--- config.mk ---
export PLATFORM = sky130hd
export DESIGN_NAME = grouped_id_pair_set_table
export DESIGN_NICKNAME = d
export VERILOG_FILES = /design/src/sv/gips_pkg.sv /design/src/sv/gips_ctrl.sv /design/src/sv/gips_dp.sv /design/src/sv/grouped_id_pair_set_table.sv
export SDC_FILE = /design/constraint.sdc
export NUM_CORES = 2
export LEC_CHECK = 0
export BUFFER_PORTS_ARGS = -buffer_cell sky130_fd_sc_hd__buf_4
export CAP_MARGIN = 20
export CORE_UTILIZATION = 35
export CTS_BUF_LIST = sky130_fd_sc_hd__clkbuf_4
export CTS_CLUSTER_DIAMETER = 150
export DETAILED_ROUTE_END_ITERATION = 10
export GPL_TIMING_DRIVEN = 1
export PLACE_DENSITY = 0.48
export SLEW_MARGIN = 25
export SYNTH_ARGS = -nofsm -noshare
export SYNTH_HDL_FRONTEND = slang
export SYNTH_HIERARCHICAL = 1
export SYNTH_MEMORY_MAX_BITS = 65536
export SYNTH_SLANG_ARGS = --single-unit
--- constraint.sdc ---
create_clock -name aclk -period 5.9 [get_ports aclk]
set_input_delay 0 -clock aclk [delete_from_list [all_inputs] [get_ports aclk]]
set_output_delay 0 -clock aclk [all_outputs]
set_load 0.005 [all_outputs]
--- src/sv/gips_pkg.sv ---
// Shared package for the grouped id pair set table.
// Holds the command codes, controller states, command/status structs and bus widths.
// Depends on nothing; every other file refers to it by scoped names.
package gips_pkg;

    localparam int DEF_MAX_GROUPS  = 16;
    localparam int DEF_MAX_MEMBERS = 16;

    localparam int CMD_W       = 2;
    localparam int ID_W        = 16;
    localparam int S_TDATA_W   = 40;
    localparam int M_TDATA_W   = 8;
    localparam int RES_W       = 3;

    localparam logic [CMD_W-1:0] OP_INSERT = 2'd0;
    localparam logic [CMD_W-1:0] OP_CHECK  = 2'd1;
    localparam logic [CMD_W-1:0] OP_CLEAR  = 2'd2;

    typedef enum logic [1:0] {
        ST_IDLE,
        ST_GSRCH,
        ST_MSRCH,
        ST_FINISH
    } state_t;

    // Commands from the controller to the datapath.
    typedef struct packed {
        logic load;
        logic g_next;
        logic g_take;
        logic m_step;
        logic finish;
    } dp_cmd_t;

    // Status from the datapath to the controller.
    typedef struct packed {
        logic g_end;
        logic g_hit;
        logic m_end;
        logic m_hit;
        logic out_free;
    } dp_stat_t;

endpackage

--- src/sv/gips_ctrl.sv ---
// Controller state machine of the grouped id pair set table.
// Sequences the group search, the member search and the final update.
// Depends on gips_pkg.
module gips_ctrl (
    input  logic                          aclk,
    input  logic                          aresetn,
    input  logic                          in_valid,
    input  logic [gips_pkg::CMD_W-1:0]    in_cmd,
    output logic                          in_ready,
    input  gips_pkg::dp_stat_t            stat,
    output gips_pkg::dp_cmd_t             cmd
);

    gips_pkg::state_t state_reg;
    gips_pkg::state_t state_next;

    always_ff @(posedge aclk) begin
        if (!aresetn) begin
            state_reg <= gips_pkg::ST_IDLE;
        end else begin
            state_reg <= state_next;
        end
    end

    always_comb begin
        state_next = state_reg;
        cmd        = '0;
        in_ready   = 1'b0;
        case (state_reg)
            gips_pkg::ST_IDLE: begin
                // Nothing is taken while the block is held in reset.
                in_ready = aresetn;
                if (in_valid && aresetn) begin
                    cmd.load = 1'b1;
                    if (in_cmd == gips_pkg::OP_INSERT || in_cmd == gips_pkg::OP_CHECK) begin
                        state_next = gips_pkg::ST_GSRCH;
                    end else begin
                        state_next = gips_pkg::ST_FINISH;
                    end
                end
            end
            gips_pkg::ST_GSRCH: begin
                if (stat.g_hit) begin
                    cmd.g_take = 1'b1;
                    state_next = gips_pkg::ST_MSRCH;
                end else if (stat.g_end) begin
                    state_next = gips_pkg::ST_FINISH;
                end else begin
                    cmd.g_next = 1'b1;
                end
            end
            gips_pkg::ST_MSRCH: begin
                cmd.m_step = 1'b1;
                if (stat.m_hit || stat.m_end) begin
                    state_next = gips_pkg::ST_FINISH;
                end
            end
            gips_pkg::ST_FINISH: begin
                if (stat.out_free) begin
                    cmd.finish = 1'b1;
                    state_next = gips_pkg::ST_IDLE;
                end
            end
            default: begin
                state_next = gips_pkg::ST_IDLE;
            end
        endcase
    end

endmodule

--- src/sv/gips_dp.sv ---
// Datapath of the grouped id pair set table: group table, member counts,
// member memory, search counters and the output register.
// Depends on gips_pkg.
module gips_dp #(
    parameter int MAX_GROUPS  = gips_pkg::DEF_MAX_GROUPS,
    parameter int MAX_MEMBERS = gips_pkg::DEF_MAX_MEMBERS
) (
    input  logic                          aclk,
    input  logic                          aresetn,
    input  logic [gips_pkg::CMD_W-1:0]    in_cmd,
    input  logic [gips_pkg::ID_W-1:0]     in_gid,
    input  logic [gips_pkg::ID_W-1:0]     in_mid,
    input  gips_pkg::dp_cmd_t             cmd,
    output gips_pkg::dp_stat_t            stat,
    output logic                          out_valid,
    input  logic                          out_ready,
    output logic [gips_pkg::RES_W-1:0]    out_res
);

    localparam int GW  = (MAX_GROUPS > 1) ? $clog2(MAX_GROUPS) : 1;
    localparam int CW  = $clog2(MAX_GROUPS + 1);
    localparam int MW  = (MAX_MEMBERS > 1) ? $clog2(MAX_MEMBERS) : 1;
    localparam int MCW = $clog2(MAX_MEMBERS + 1);
    localparam int AW  = GW + MW;

    logic [gips_pkg::CMD_W-1:0] op_reg;
    logic [gips_pkg::ID_W-1:0]  gid_reg;
    logic [gips_pkg::ID_W-1:0]  mid_reg;
    logic [CW-1:0]              i_reg;
    logic [CW-1:0]              gc_reg;
    logic [GW-1:0]              slot_reg;
    logic [MCW-1:0]             n_reg;
    logic [MCW-1:0]             k_reg;
    logic                       pend_reg;
    logic                       found_reg;
    logic                       present_reg;
    logic [gips_pkg::ID_W-1:0]  rdata_reg;
    logic                       out_valid_reg;
    logic [gips_pkg::RES_W-1:0] out_res_reg;

    logic [gips_pkg::ID_W-1:0]  group_ids [MAX_GROUPS];
    logic [MCW-1:0]             mcount    [MAX_GROUPS];
    logic [gips_pkg::ID_W-1:0]  member_mem [2**AW];

    logic [GW-1:0] i_idx;
    logic [GW-1:0] gc_idx;
    logic          is_ins;
    logic          is_chk;
    logic          n_room;
    logic          g_room;
    logic          ins_new;
    logic          add_mem;
    logic          add_grp;
    logic          res_full;
    logic          mem_re;
    logic          mem_we;
    logic [AW-1:0] raddr;
    logic [AW-1:0] waddr;

    assign i_idx  = i_reg[GW-1:0];
    assign gc_idx = gc_reg[GW-1:0];

    assign stat.g_end    = (i_reg == gc_reg);
    assign stat.g_hit    = !stat.g_end && (group_ids[i_idx] == gid_reg);
    assign stat.m_hit    = pend_reg && (rdata_reg == mid_reg);
    assign stat.m_end    = !pend_reg && (k_reg == n_reg);
    assign stat.out_free = !out_valid_reg || out_ready;

    assign is_ins  = (op_reg == gips_pkg::OP_INSERT);
    assign is_chk  = (op_reg == gips_pkg::OP_CHECK);
    assign n_room  = (n_reg < MCW'(MAX_MEMBERS));
    assign g_room  = (gc_reg < CW'(MAX_GROUPS));
    assign ins_new = is_ins && !present_reg;
    assign add_mem = cmd.finish && ins_new && found_reg && n_room;
    assign add_grp = cmd.finish && ins_new && !found_reg && g_room;
    assign res_full = ins_new && (found_reg ? !n_room : !g_room);

    assign mem_re = cmd.m_step && (k_reg != n_reg);
    assign raddr  = {slot_reg, k_reg[MW-1:0]};
    assign mem_we = add_mem || add_grp;
    assign waddr  = add_mem ? {slot_reg, n_reg[MW-1:0]} : {gc_idx, MW'(0)};

    // Member memory: one write port, one registered read port.
    always_ff @(posedge aclk) begin
        if (mem_we) begin
            member_mem[waddr] <= mid_reg;
        end
        if (mem_re) begin
            rdata_reg <= member_mem[raddr];
        end
    end

    // Group table and per-group member counts.
    always_ff @(posedge aclk) begin
        if (add_grp) begin
            group_ids[gc_idx] <= gid_reg;
            mcount[gc_idx]    <= MCW'(1);
        end else if (add_mem) begin
            mcount[slot_reg] <= n_reg + MCW'(1);
        end
    end

    // Item fields and search bookkeeping.
    always_ff @(posedge aclk) begin
        if (cmd.load) begin
            op_reg      <= in_cmd;
            gid_reg     <= in_gid;
            mid_reg     <= in_mid;
            i_reg       <= '0;
            found_reg   <= 1'b0;
            present_reg <= 1'b0;
        end
        if (cmd.g_next) begin
            i_reg <= i_reg + CW'(1);
        end
        if (cmd.g_take) begin
            slot_reg  <= i_idx;
            n_reg     <= mcount[i_idx];
            k_reg     <= '0;
            found_reg <= 1'b1;
        end
        if (cmd.m_step) begin
            if (stat.m_hit) begin
                present_reg <= 1'b1;
            end
            if (mem_re) begin
                k_reg <= k_reg + MCW'(1);
            end
        end
    end

    always_ff @(posedge aclk) begin
        if (!aresetn) begin
            pend_reg      <= 1'b0;
            gc_reg        <= '0;
            out_valid_reg <= 1'b0;
        end else begin
            if (cmd.g_take) begin
                pend_reg <= 1'b0;
            end else if (cmd.m_step) begin
                pend_reg <= mem_re;
            end
            if (add_grp) begin
                gc_reg <= gc_reg + CW'(1);
            end else if (cmd.finish && op_reg == gips_pkg::OP_CLEAR) begin
                gc_reg <= '0;
            end
            if (cmd.finish) begin
                out_valid_reg <= 1'b1;
            end else if (out_ready) begin
                out_valid_reg <= 1'b0;
            end
        end
    end

    // Result flags, lowest bit first: present, added, full.
    always_ff @(posedge aclk) begin
        if (cmd.finish) begin
            out_res_reg <= {res_full, add_mem || add_grp,
                            (is_ins || is_chk) && present_reg};
        end
    end

    assign out_valid = out_valid_reg;
    assign out_res   = out_res_reg;

endmodule

--- src/sv/grouped_id_pair_set_table.sv ---
// Top level of the grouped id pair set table.
// Joins the controller gips_ctrl and the datapath gips_dp; depends on gips_pkg.
//
// The block keeps a set of (group id, member id) pairs. Each input beat on the
// s_ channel carries a command: insert a pair, check a pair, or clear the whole
// table (the unused command code is accepted and answered with all flags low).
// Every input beat produces exactly one result beat on the m_ channel, holding
// the present, added and full flags.
// Items are handled one at a time. After a beat is accepted, s_tready stays low
// while the group table is scanned one entry per cycle and then the member list
// of the matching group is read from the member memory, one entry per cycle,
// through its registered read port. A clear or unused command skips both
// searches and goes straight to the final step. The next beat can be taken
// in the cycle after the result is registered.
// The result sits in an output register. If the receiver stalls, the finished
// item waits in the final step until the register is free, and the next input
// beat is taken only once that item has been handed over.
// Reset empties the table at once (the group count is cleared) and holds
// s_tready low; the member memory and group ids need no clearing since only
// counted entries are read.
module grouped_id_pair_set_table #(
    parameter int MAX_GROUPS  = gips_pkg::DEF_MAX_GROUPS,
    parameter int MAX_MEMBERS = gips_pkg::DEF_MAX_MEMBERS
) (
    input  logic                              aclk,
    input  logic                              aresetn,
    input  logic                              s_tvalid,
    output logic                              s_tready,
    // Fields from bit 0 up: cmd[1:0], group_id[17:2], member_id[33:18], zeros.
    input  logic [gips_pkg::S_TDATA_W-1:0]    s_tdata,
    output logic                              m_tvalid,
    input  logic                              m_tready,
    // Fields from bit 0 up: present[0], added[1], full_res[2], zeros.
    output logic [gips_pkg::M_TDATA_W-1:0]    m_tdata
);

    gips_pkg::dp_cmd_t  dp_cmd;
    gips_pkg::dp_stat_t dp_stat;

    logic [gips_pkg::CMD_W-1:0] in_cmd;
    logic [gips_pkg::ID_W-1:0]  in_gid;
    logic [gips_pkg::ID_W-1:0]  in_mid;
    logic [gips_pkg::RES_W-1:0] res;

    // Unpack the input beat.
    assign in_cmd = s_tdata[gips_pkg::CMD_W-1:0];
    assign in_gid = s_tdata[gips_pkg::CMD_W +: gips_pkg::ID_W];
    assign in_mid = s_tdata[gips_pkg::CMD_W + gips_pkg::ID_W +: gips_pkg::ID_W];

    gips_ctrl u_ctrl (
        .aclk     (aclk),
        .aresetn  (aresetn),
        .in_valid (s_tvalid),
        .in_cmd   (in_cmd),
        .in_ready (s_tready),
        .stat     (dp_stat),
        .cmd      (dp_cmd)
    );

    gips_dp #(
        .MAX_GROUPS  (MAX_GROUPS),
        .MAX_MEMBERS (MAX_MEMBERS)
    ) u_dp (
        .aclk      (aclk),
        .aresetn   (aresetn),
        .in_cmd    (in_cmd),
        .in_gid    (in_gid),
        .in_mid    (in_mid),
        .cmd       (dp_cmd),
        .stat      (dp_stat),
        .out_valid (m_tvalid),
        .out_ready (m_tready),
        .out_res   (res)
    );

    // Pad the three result flags up to a whole byte.
    assign m_tdata = {{(gips_pkg::M_TDATA_W - gips_pkg::RES_W){1'b0}}, res};

endmodule

### Yosys cells after proc, flatten, opt, wreduce, memory -nomap -nowiden

Memory sizes are Yosys's and may differ from the RTL's. A register that Yosys moved wholly into a read port is not among the register bits.
Cells that the tools add are included.

* register bits: 62
* RAM bits: 4432
* bits of input ports: 44
* output and inout bits: 10
* memories: 3

Memory list
* u_dp.member_mem: words 256, width 16, read ports 1, clocked after memory_dff 1, write ports 1, RTL line gips_dp.sv:43 `logic [gips_pkg::ID_W-1:0] member_mem [2**AW];`
* u_dp.group_ids: words 16, width 16, read ports 1, clocked after memory_dff 1, write ports 1, RTL line gips_dp.sv:41 `logic [gips_pkg::ID_W-1:0] group_ids [MAX_GROUPS];`
* u_dp.mcount: words 16, width 5, read ports 1, clocked after memory_dff 1, write ports 1, RTL line gips_dp.sv:42 `logic [MCW-1:0] mcount [MAX_GROUPS];`

* add/sub/neg operators: 4
* order comparisons: 2
* eq/ne operators: 15
* muxes and demuxes: 42
* bitwise logic cells: 1
* reductions and logical operators: 35

Operator list (number)
* 5-bit 2-to-1 mux: 8
* 16-bit == test: 2
* 1-bit 2-to-1 mux: 23
* 5-bit by 1-bit adder with 5-bit output, second input constant: 4
* 1-bit logical AND: 14
* 2-bit 2-to-1 mux: 7
* 5-bit == test: 2
* 5-bit less-than comparator, second input constant: 2
* 4-bit 2-to-1 mux: 2
* 8-bit 2-to-1 mux: 1
* 2-bit one-hot mux with 4 select lines: 1
* 1-bit zero test: 7
* 2-bit by 1-bit == test with 1-bit output, second input constant: 3
* 2-bit == test, second input constant: 3
* 2-bit zero test: 3
* 2-bit nonzero test: 3
* 1-bit logical OR: 5
* 5-bit inequality test: 1
* 5-bit OR reduction: 1
* 2-bit by 1-bit inequality test with 1-bit output, second input constant: 2
* 4-bit AND reduction: 1
* 3-bit by 2-bit inequality test with 1-bit output, second input constant: 1
* 2-bit inequality test, second input constant: 1
* 2-bit OR reduction: 1
* 1-bit inverter: 1

### Depth between registers and ports, before layout

* word-level depth: 12
* depth in mapped cells: 15

### Hierarchy

The synthesis kept the hierarchy.

By module, submodules not included
* gips_dp: times used 1, cells each 8234, area an instance 175615.9 um2, sequential area each 135459.9 um2
* gips_ctrl: times used 1, cells each 27, area an instance 267.8 um2, sequential area each 40.0 um2
* grouped_id_pair_set_table: times used 1, cells each 6, area an instance 41.3 um2, sequential area each 0.0 um2

### Least setup slack after synthesis

OpenSTA, ideal clock, no wires.

* path type: register to register
* start: reg u_dp/mid_reg[15] in the netlist's numbering
* end: reg u_ctrl.state_reg[0]
* setup time: 72 ps
* arrival time: 4755 ps
* required time: 5828 ps
* slack: 1073 ps
* cell stages (with the launch flop): 8
* path through: edfxtp_1 > xor2_1 > nor4_1 > nand4_1 > nor3_1 > nor3b_1 > a2111oi_4 > mux2i_1

RTL lines
* from (decl): RTL line gips_dp.sv:28 `logic [gips_pkg::ID_W-1:0] mid_reg;`
* from (signal assigned): RTL line gips_dp.sv:108 `mid_reg <= in_mid;`
* to (signal assigned): RTL line gips_ctrl.sv:19 `state_reg <= gips_pkg::ST_IDLE;`
* to (signal assigned): RTL line gips_ctrl.sv:21 `state_reg <= state_next;`
* to (decl): RTL line gips_ctrl.sv:14 `gips_pkg::state_t state_reg;`

==> run_results.csv <==
group,metric,value,unit
outcome,outcome,"completed",
global_routing,grt_max_degree,201,
final_layout,mostFrequentLayoutCells,"4,499 x edfxtp_1, 1,762 x clkbuf_4, 730 x mux4_2",
power_and_ir_drop,irDropWorstVdd,0.273,mV
flow_run,cap_violations,0,
route,postRouteAntennaNets,0,
floorplan,initial_core_util,35.1,%
logic_synthesis,async_reset_ff_share,0,%
clock_network,htreeDepth,7,
final_layout,drive_gt1_share,32.8,%
placed_design,place_congestion,0.816,
floorplan,die_h,711,um
sta,drv_slew,0,
sta,hold_viol_final,0,
sta,period_minus_slack,5.19,ns
hold_path,hold_path_class,"in2reg",
sta,max_freq,0.193,GHz
global_routing,track_usage,21.7,%
hold_path,hold_start,"s_tdata[26]",
route,drc,0,
clock_network,cts.sinks,4519,
sta,min_period_over_period,88.0,%
worst_setup_path,cp-start-kind,"register",
sta,hold_ws,0.254,ns
logic_synthesis,synth-edff-count,4499,
sta,setup_viol,0,
logic_synthesis,synth-seq-cells,4519,
sta,worst_pin_slew,1.24,ns
worst_setup_path,crit_arrival,6.51,ns
route,wl,553,mm
worst_setup_path,critPathMaxFanout,13,
worst_setup_path,critical_path_class,"reg2reg",
final_layout,top_regs,"u_dp/member_mem: 4096 flops, u_dp/group_ids: 256 flops, u_dp/mcount: 80 flops",
clock_network,cts_tree,"built",
clock_network,root_buffer,"clkbuf_4",
global_routing,antenna_found_initial,45,
placed_design,pre_cts_ws,1.16,ns
global_routing,grt_overflow,0,
route,drt_iter0_drc,10349,
global_routing,grt_pass1_vias,96265,
final_layout,mostFrequentLayoutCell,"edfxtp_1",
sta,finalClockSkew,0.191,ns
final_layout,final-seq-area,0.136,sq mm
final_layout,area.growth.synth_to_final,15.7,%
final_layout,nFillCells,45026,
logic_synthesis,netlist_instances,8267,
clock_network,numCtsBuffers,1260,
sta,rsz0062_at_grt,"false",
final_layout,largest_reg_flops,4096,
floorplan,die_w,711,um
logic_synthesis,yosysWarnings,6,
power_and_ir_drop,p_per_area,414,mW/mm^2
final_layout,final_core_util,40.6,%
logic_synthesis,synth_top_cell_area_share,76.8,%
route,via_count,93890,
floorplan,core_area,0.501,sq mm
sta,setup_slack,0.709,ns
sta,max-slew-margin-rel,17.2,%
logic_synthesis,synthesis.area,0.176,sq mm
logic_synthesis,yosysUniqueCellTypes,88,
placed_design,dp_hpwl,330,mm
floorplan,io_pins,54,
final_layout,nets,9900,
logic_synthesis,ys_seq_area_share,77.0,%
floorplan,dieArea,0.505,sq mm
final_layout,multiInputGateArea,0.0373,sq mm
global_routing,grt_pass1_wl,761,mm
clock_network,cts_setup_buffers,0,
power_and_ir_drop,finalPower,84.2,mW
worst_setup_path,critPathLaunch,"u_dp/out_valid",
logic_synthesis,syn_area_per_cell,21.3,sq um
route,vias_per_cell,5.42,
final_layout,top_register,"u_dp/member_mem",
worst_setup_path,reg2reg_from,"u_dp/out_valid",
worst_setup_path,crit_required,7.22,ns
route,first_pass_iters,6,
logic_synthesis,yosysTopAreaCell,"edfxtp_1",
clock_network,clock_latency,1.79,ns
sta,tns,0,ns
worst_setup_path,end_kind,"register",
floorplan,num_rows,260,
clock_network,clk_pin_slew,0.07,ns
placed_design,port-buffer-count,42,
logic_synthesis,yosys_most_used_dff,"edfxtp_1",
route,routedWlPerCell,31.9,um
clock_network,clockBufferDepth,5,
logic_synthesis,synthTopCellsByArea,"edfxtp_1 77%, mux4_2 9.3%, mux2i_1 3.3%, mux4_1 2.0%, nor2_1 0.75%",
power_and_ir_drop,p_leak,65.8,nW
-- where the power goes --
part           leakage, nW  total (mW)  internal, mW  switching, mW
clock                 8.79        26.8          14.1           12.6
sequential            40.8        36.7          36.0          0.611
combinational         16.2        20.7          8.28           12.5
total                 65.8        84.2          58.5           25.7
-- worst paths after layout --
path	slack [ns]	cells after the start	end
worst max register to register	0.71	10	u_dp/member_mem[134][11]
worst min-delay path	0.25	4	u_dp/mid_reg[8]
worst min register to register	0.52	1	u_dp/present_reg
worst max-delay path	0.71	10	u_dp/member_mem[134][11]
-- repair_timing --
item | 4_1_cts | 5_1_grt
hold endpoints to repair | 625 | 0
gates resized for setup | 0 | 0
hold buffers | 141 | 0
-- area by class of cell --
type	instances	area share [%]
Sequential cell	4519	66.6
Antenna cell	30	0.0369
Timing Repair Buffer	802	3.70
Tap cell	6681	4.11
Clock buffer	1762	6.50
Inverter	41	0.0793
Multi-Input combinational cell	3220	18.3
Clock inverter	263	0.660
-- critical path, cell delays in order, from the launching register on --
cell	delay, ns
dfxtp_1	0.31
nand2b_1	0.10
dlygate4sd3_1	0.60
and2_1	0.31
nand2_1	0.13
nor3b_1	0.82
nand2_1	0.12
nor2_1	0.52
nand2_4	0.62
nor2_1	0.85
buf_4	0.32
-- Yosys cell counts, types with 23 or more instances --
master	number
a221oi_1	103
buf_2	142
mux2_2	34
o221ai_1	97
buf_4	65
mux2i_1	577
o21ai_0	107
mux4_2	730
a22oi_1	139
clkbuf_8	29
nor3_1	33
a21oi_1	165
mux4_1	133
inv_1	35
nor2b_1	23
nand3_1	39
buf_6	37
xor2_1	33
a211oi_1	66
buf_12	34
edfxtp_1	4499
nor2_1	353
nand2_1	200
o22ai_1	94
clkbuf_1	130
-- metrics by stage --
step	cell area, sq um	instances
after global placement	187000	15107
after detailed placement	187000	15111
after global routing	204000	17314
after CTS	203000	17277
after floorplan	176000	8271
final	204000	17318
-- metal layers --
layer  up-vias  routed length, um  track usage, %
li1      38691                  -               -
met1     50196             230000            29.2
met2      4302             266000            34.6
met3       697              42600            5.06
met4         4              14700            7.71
met5         -                 27               0
-- cell families after synthesis --
family,synth area share [%]
mux,14.8
xor+xnor,0.259
fa+ha+maj,0.0853
flops,77.0
buf+inv,2.18
compound gates,3.83
other cells,0.00213
simple gates,1.79
Note: power is estimated with default switching activity, not from simulation.
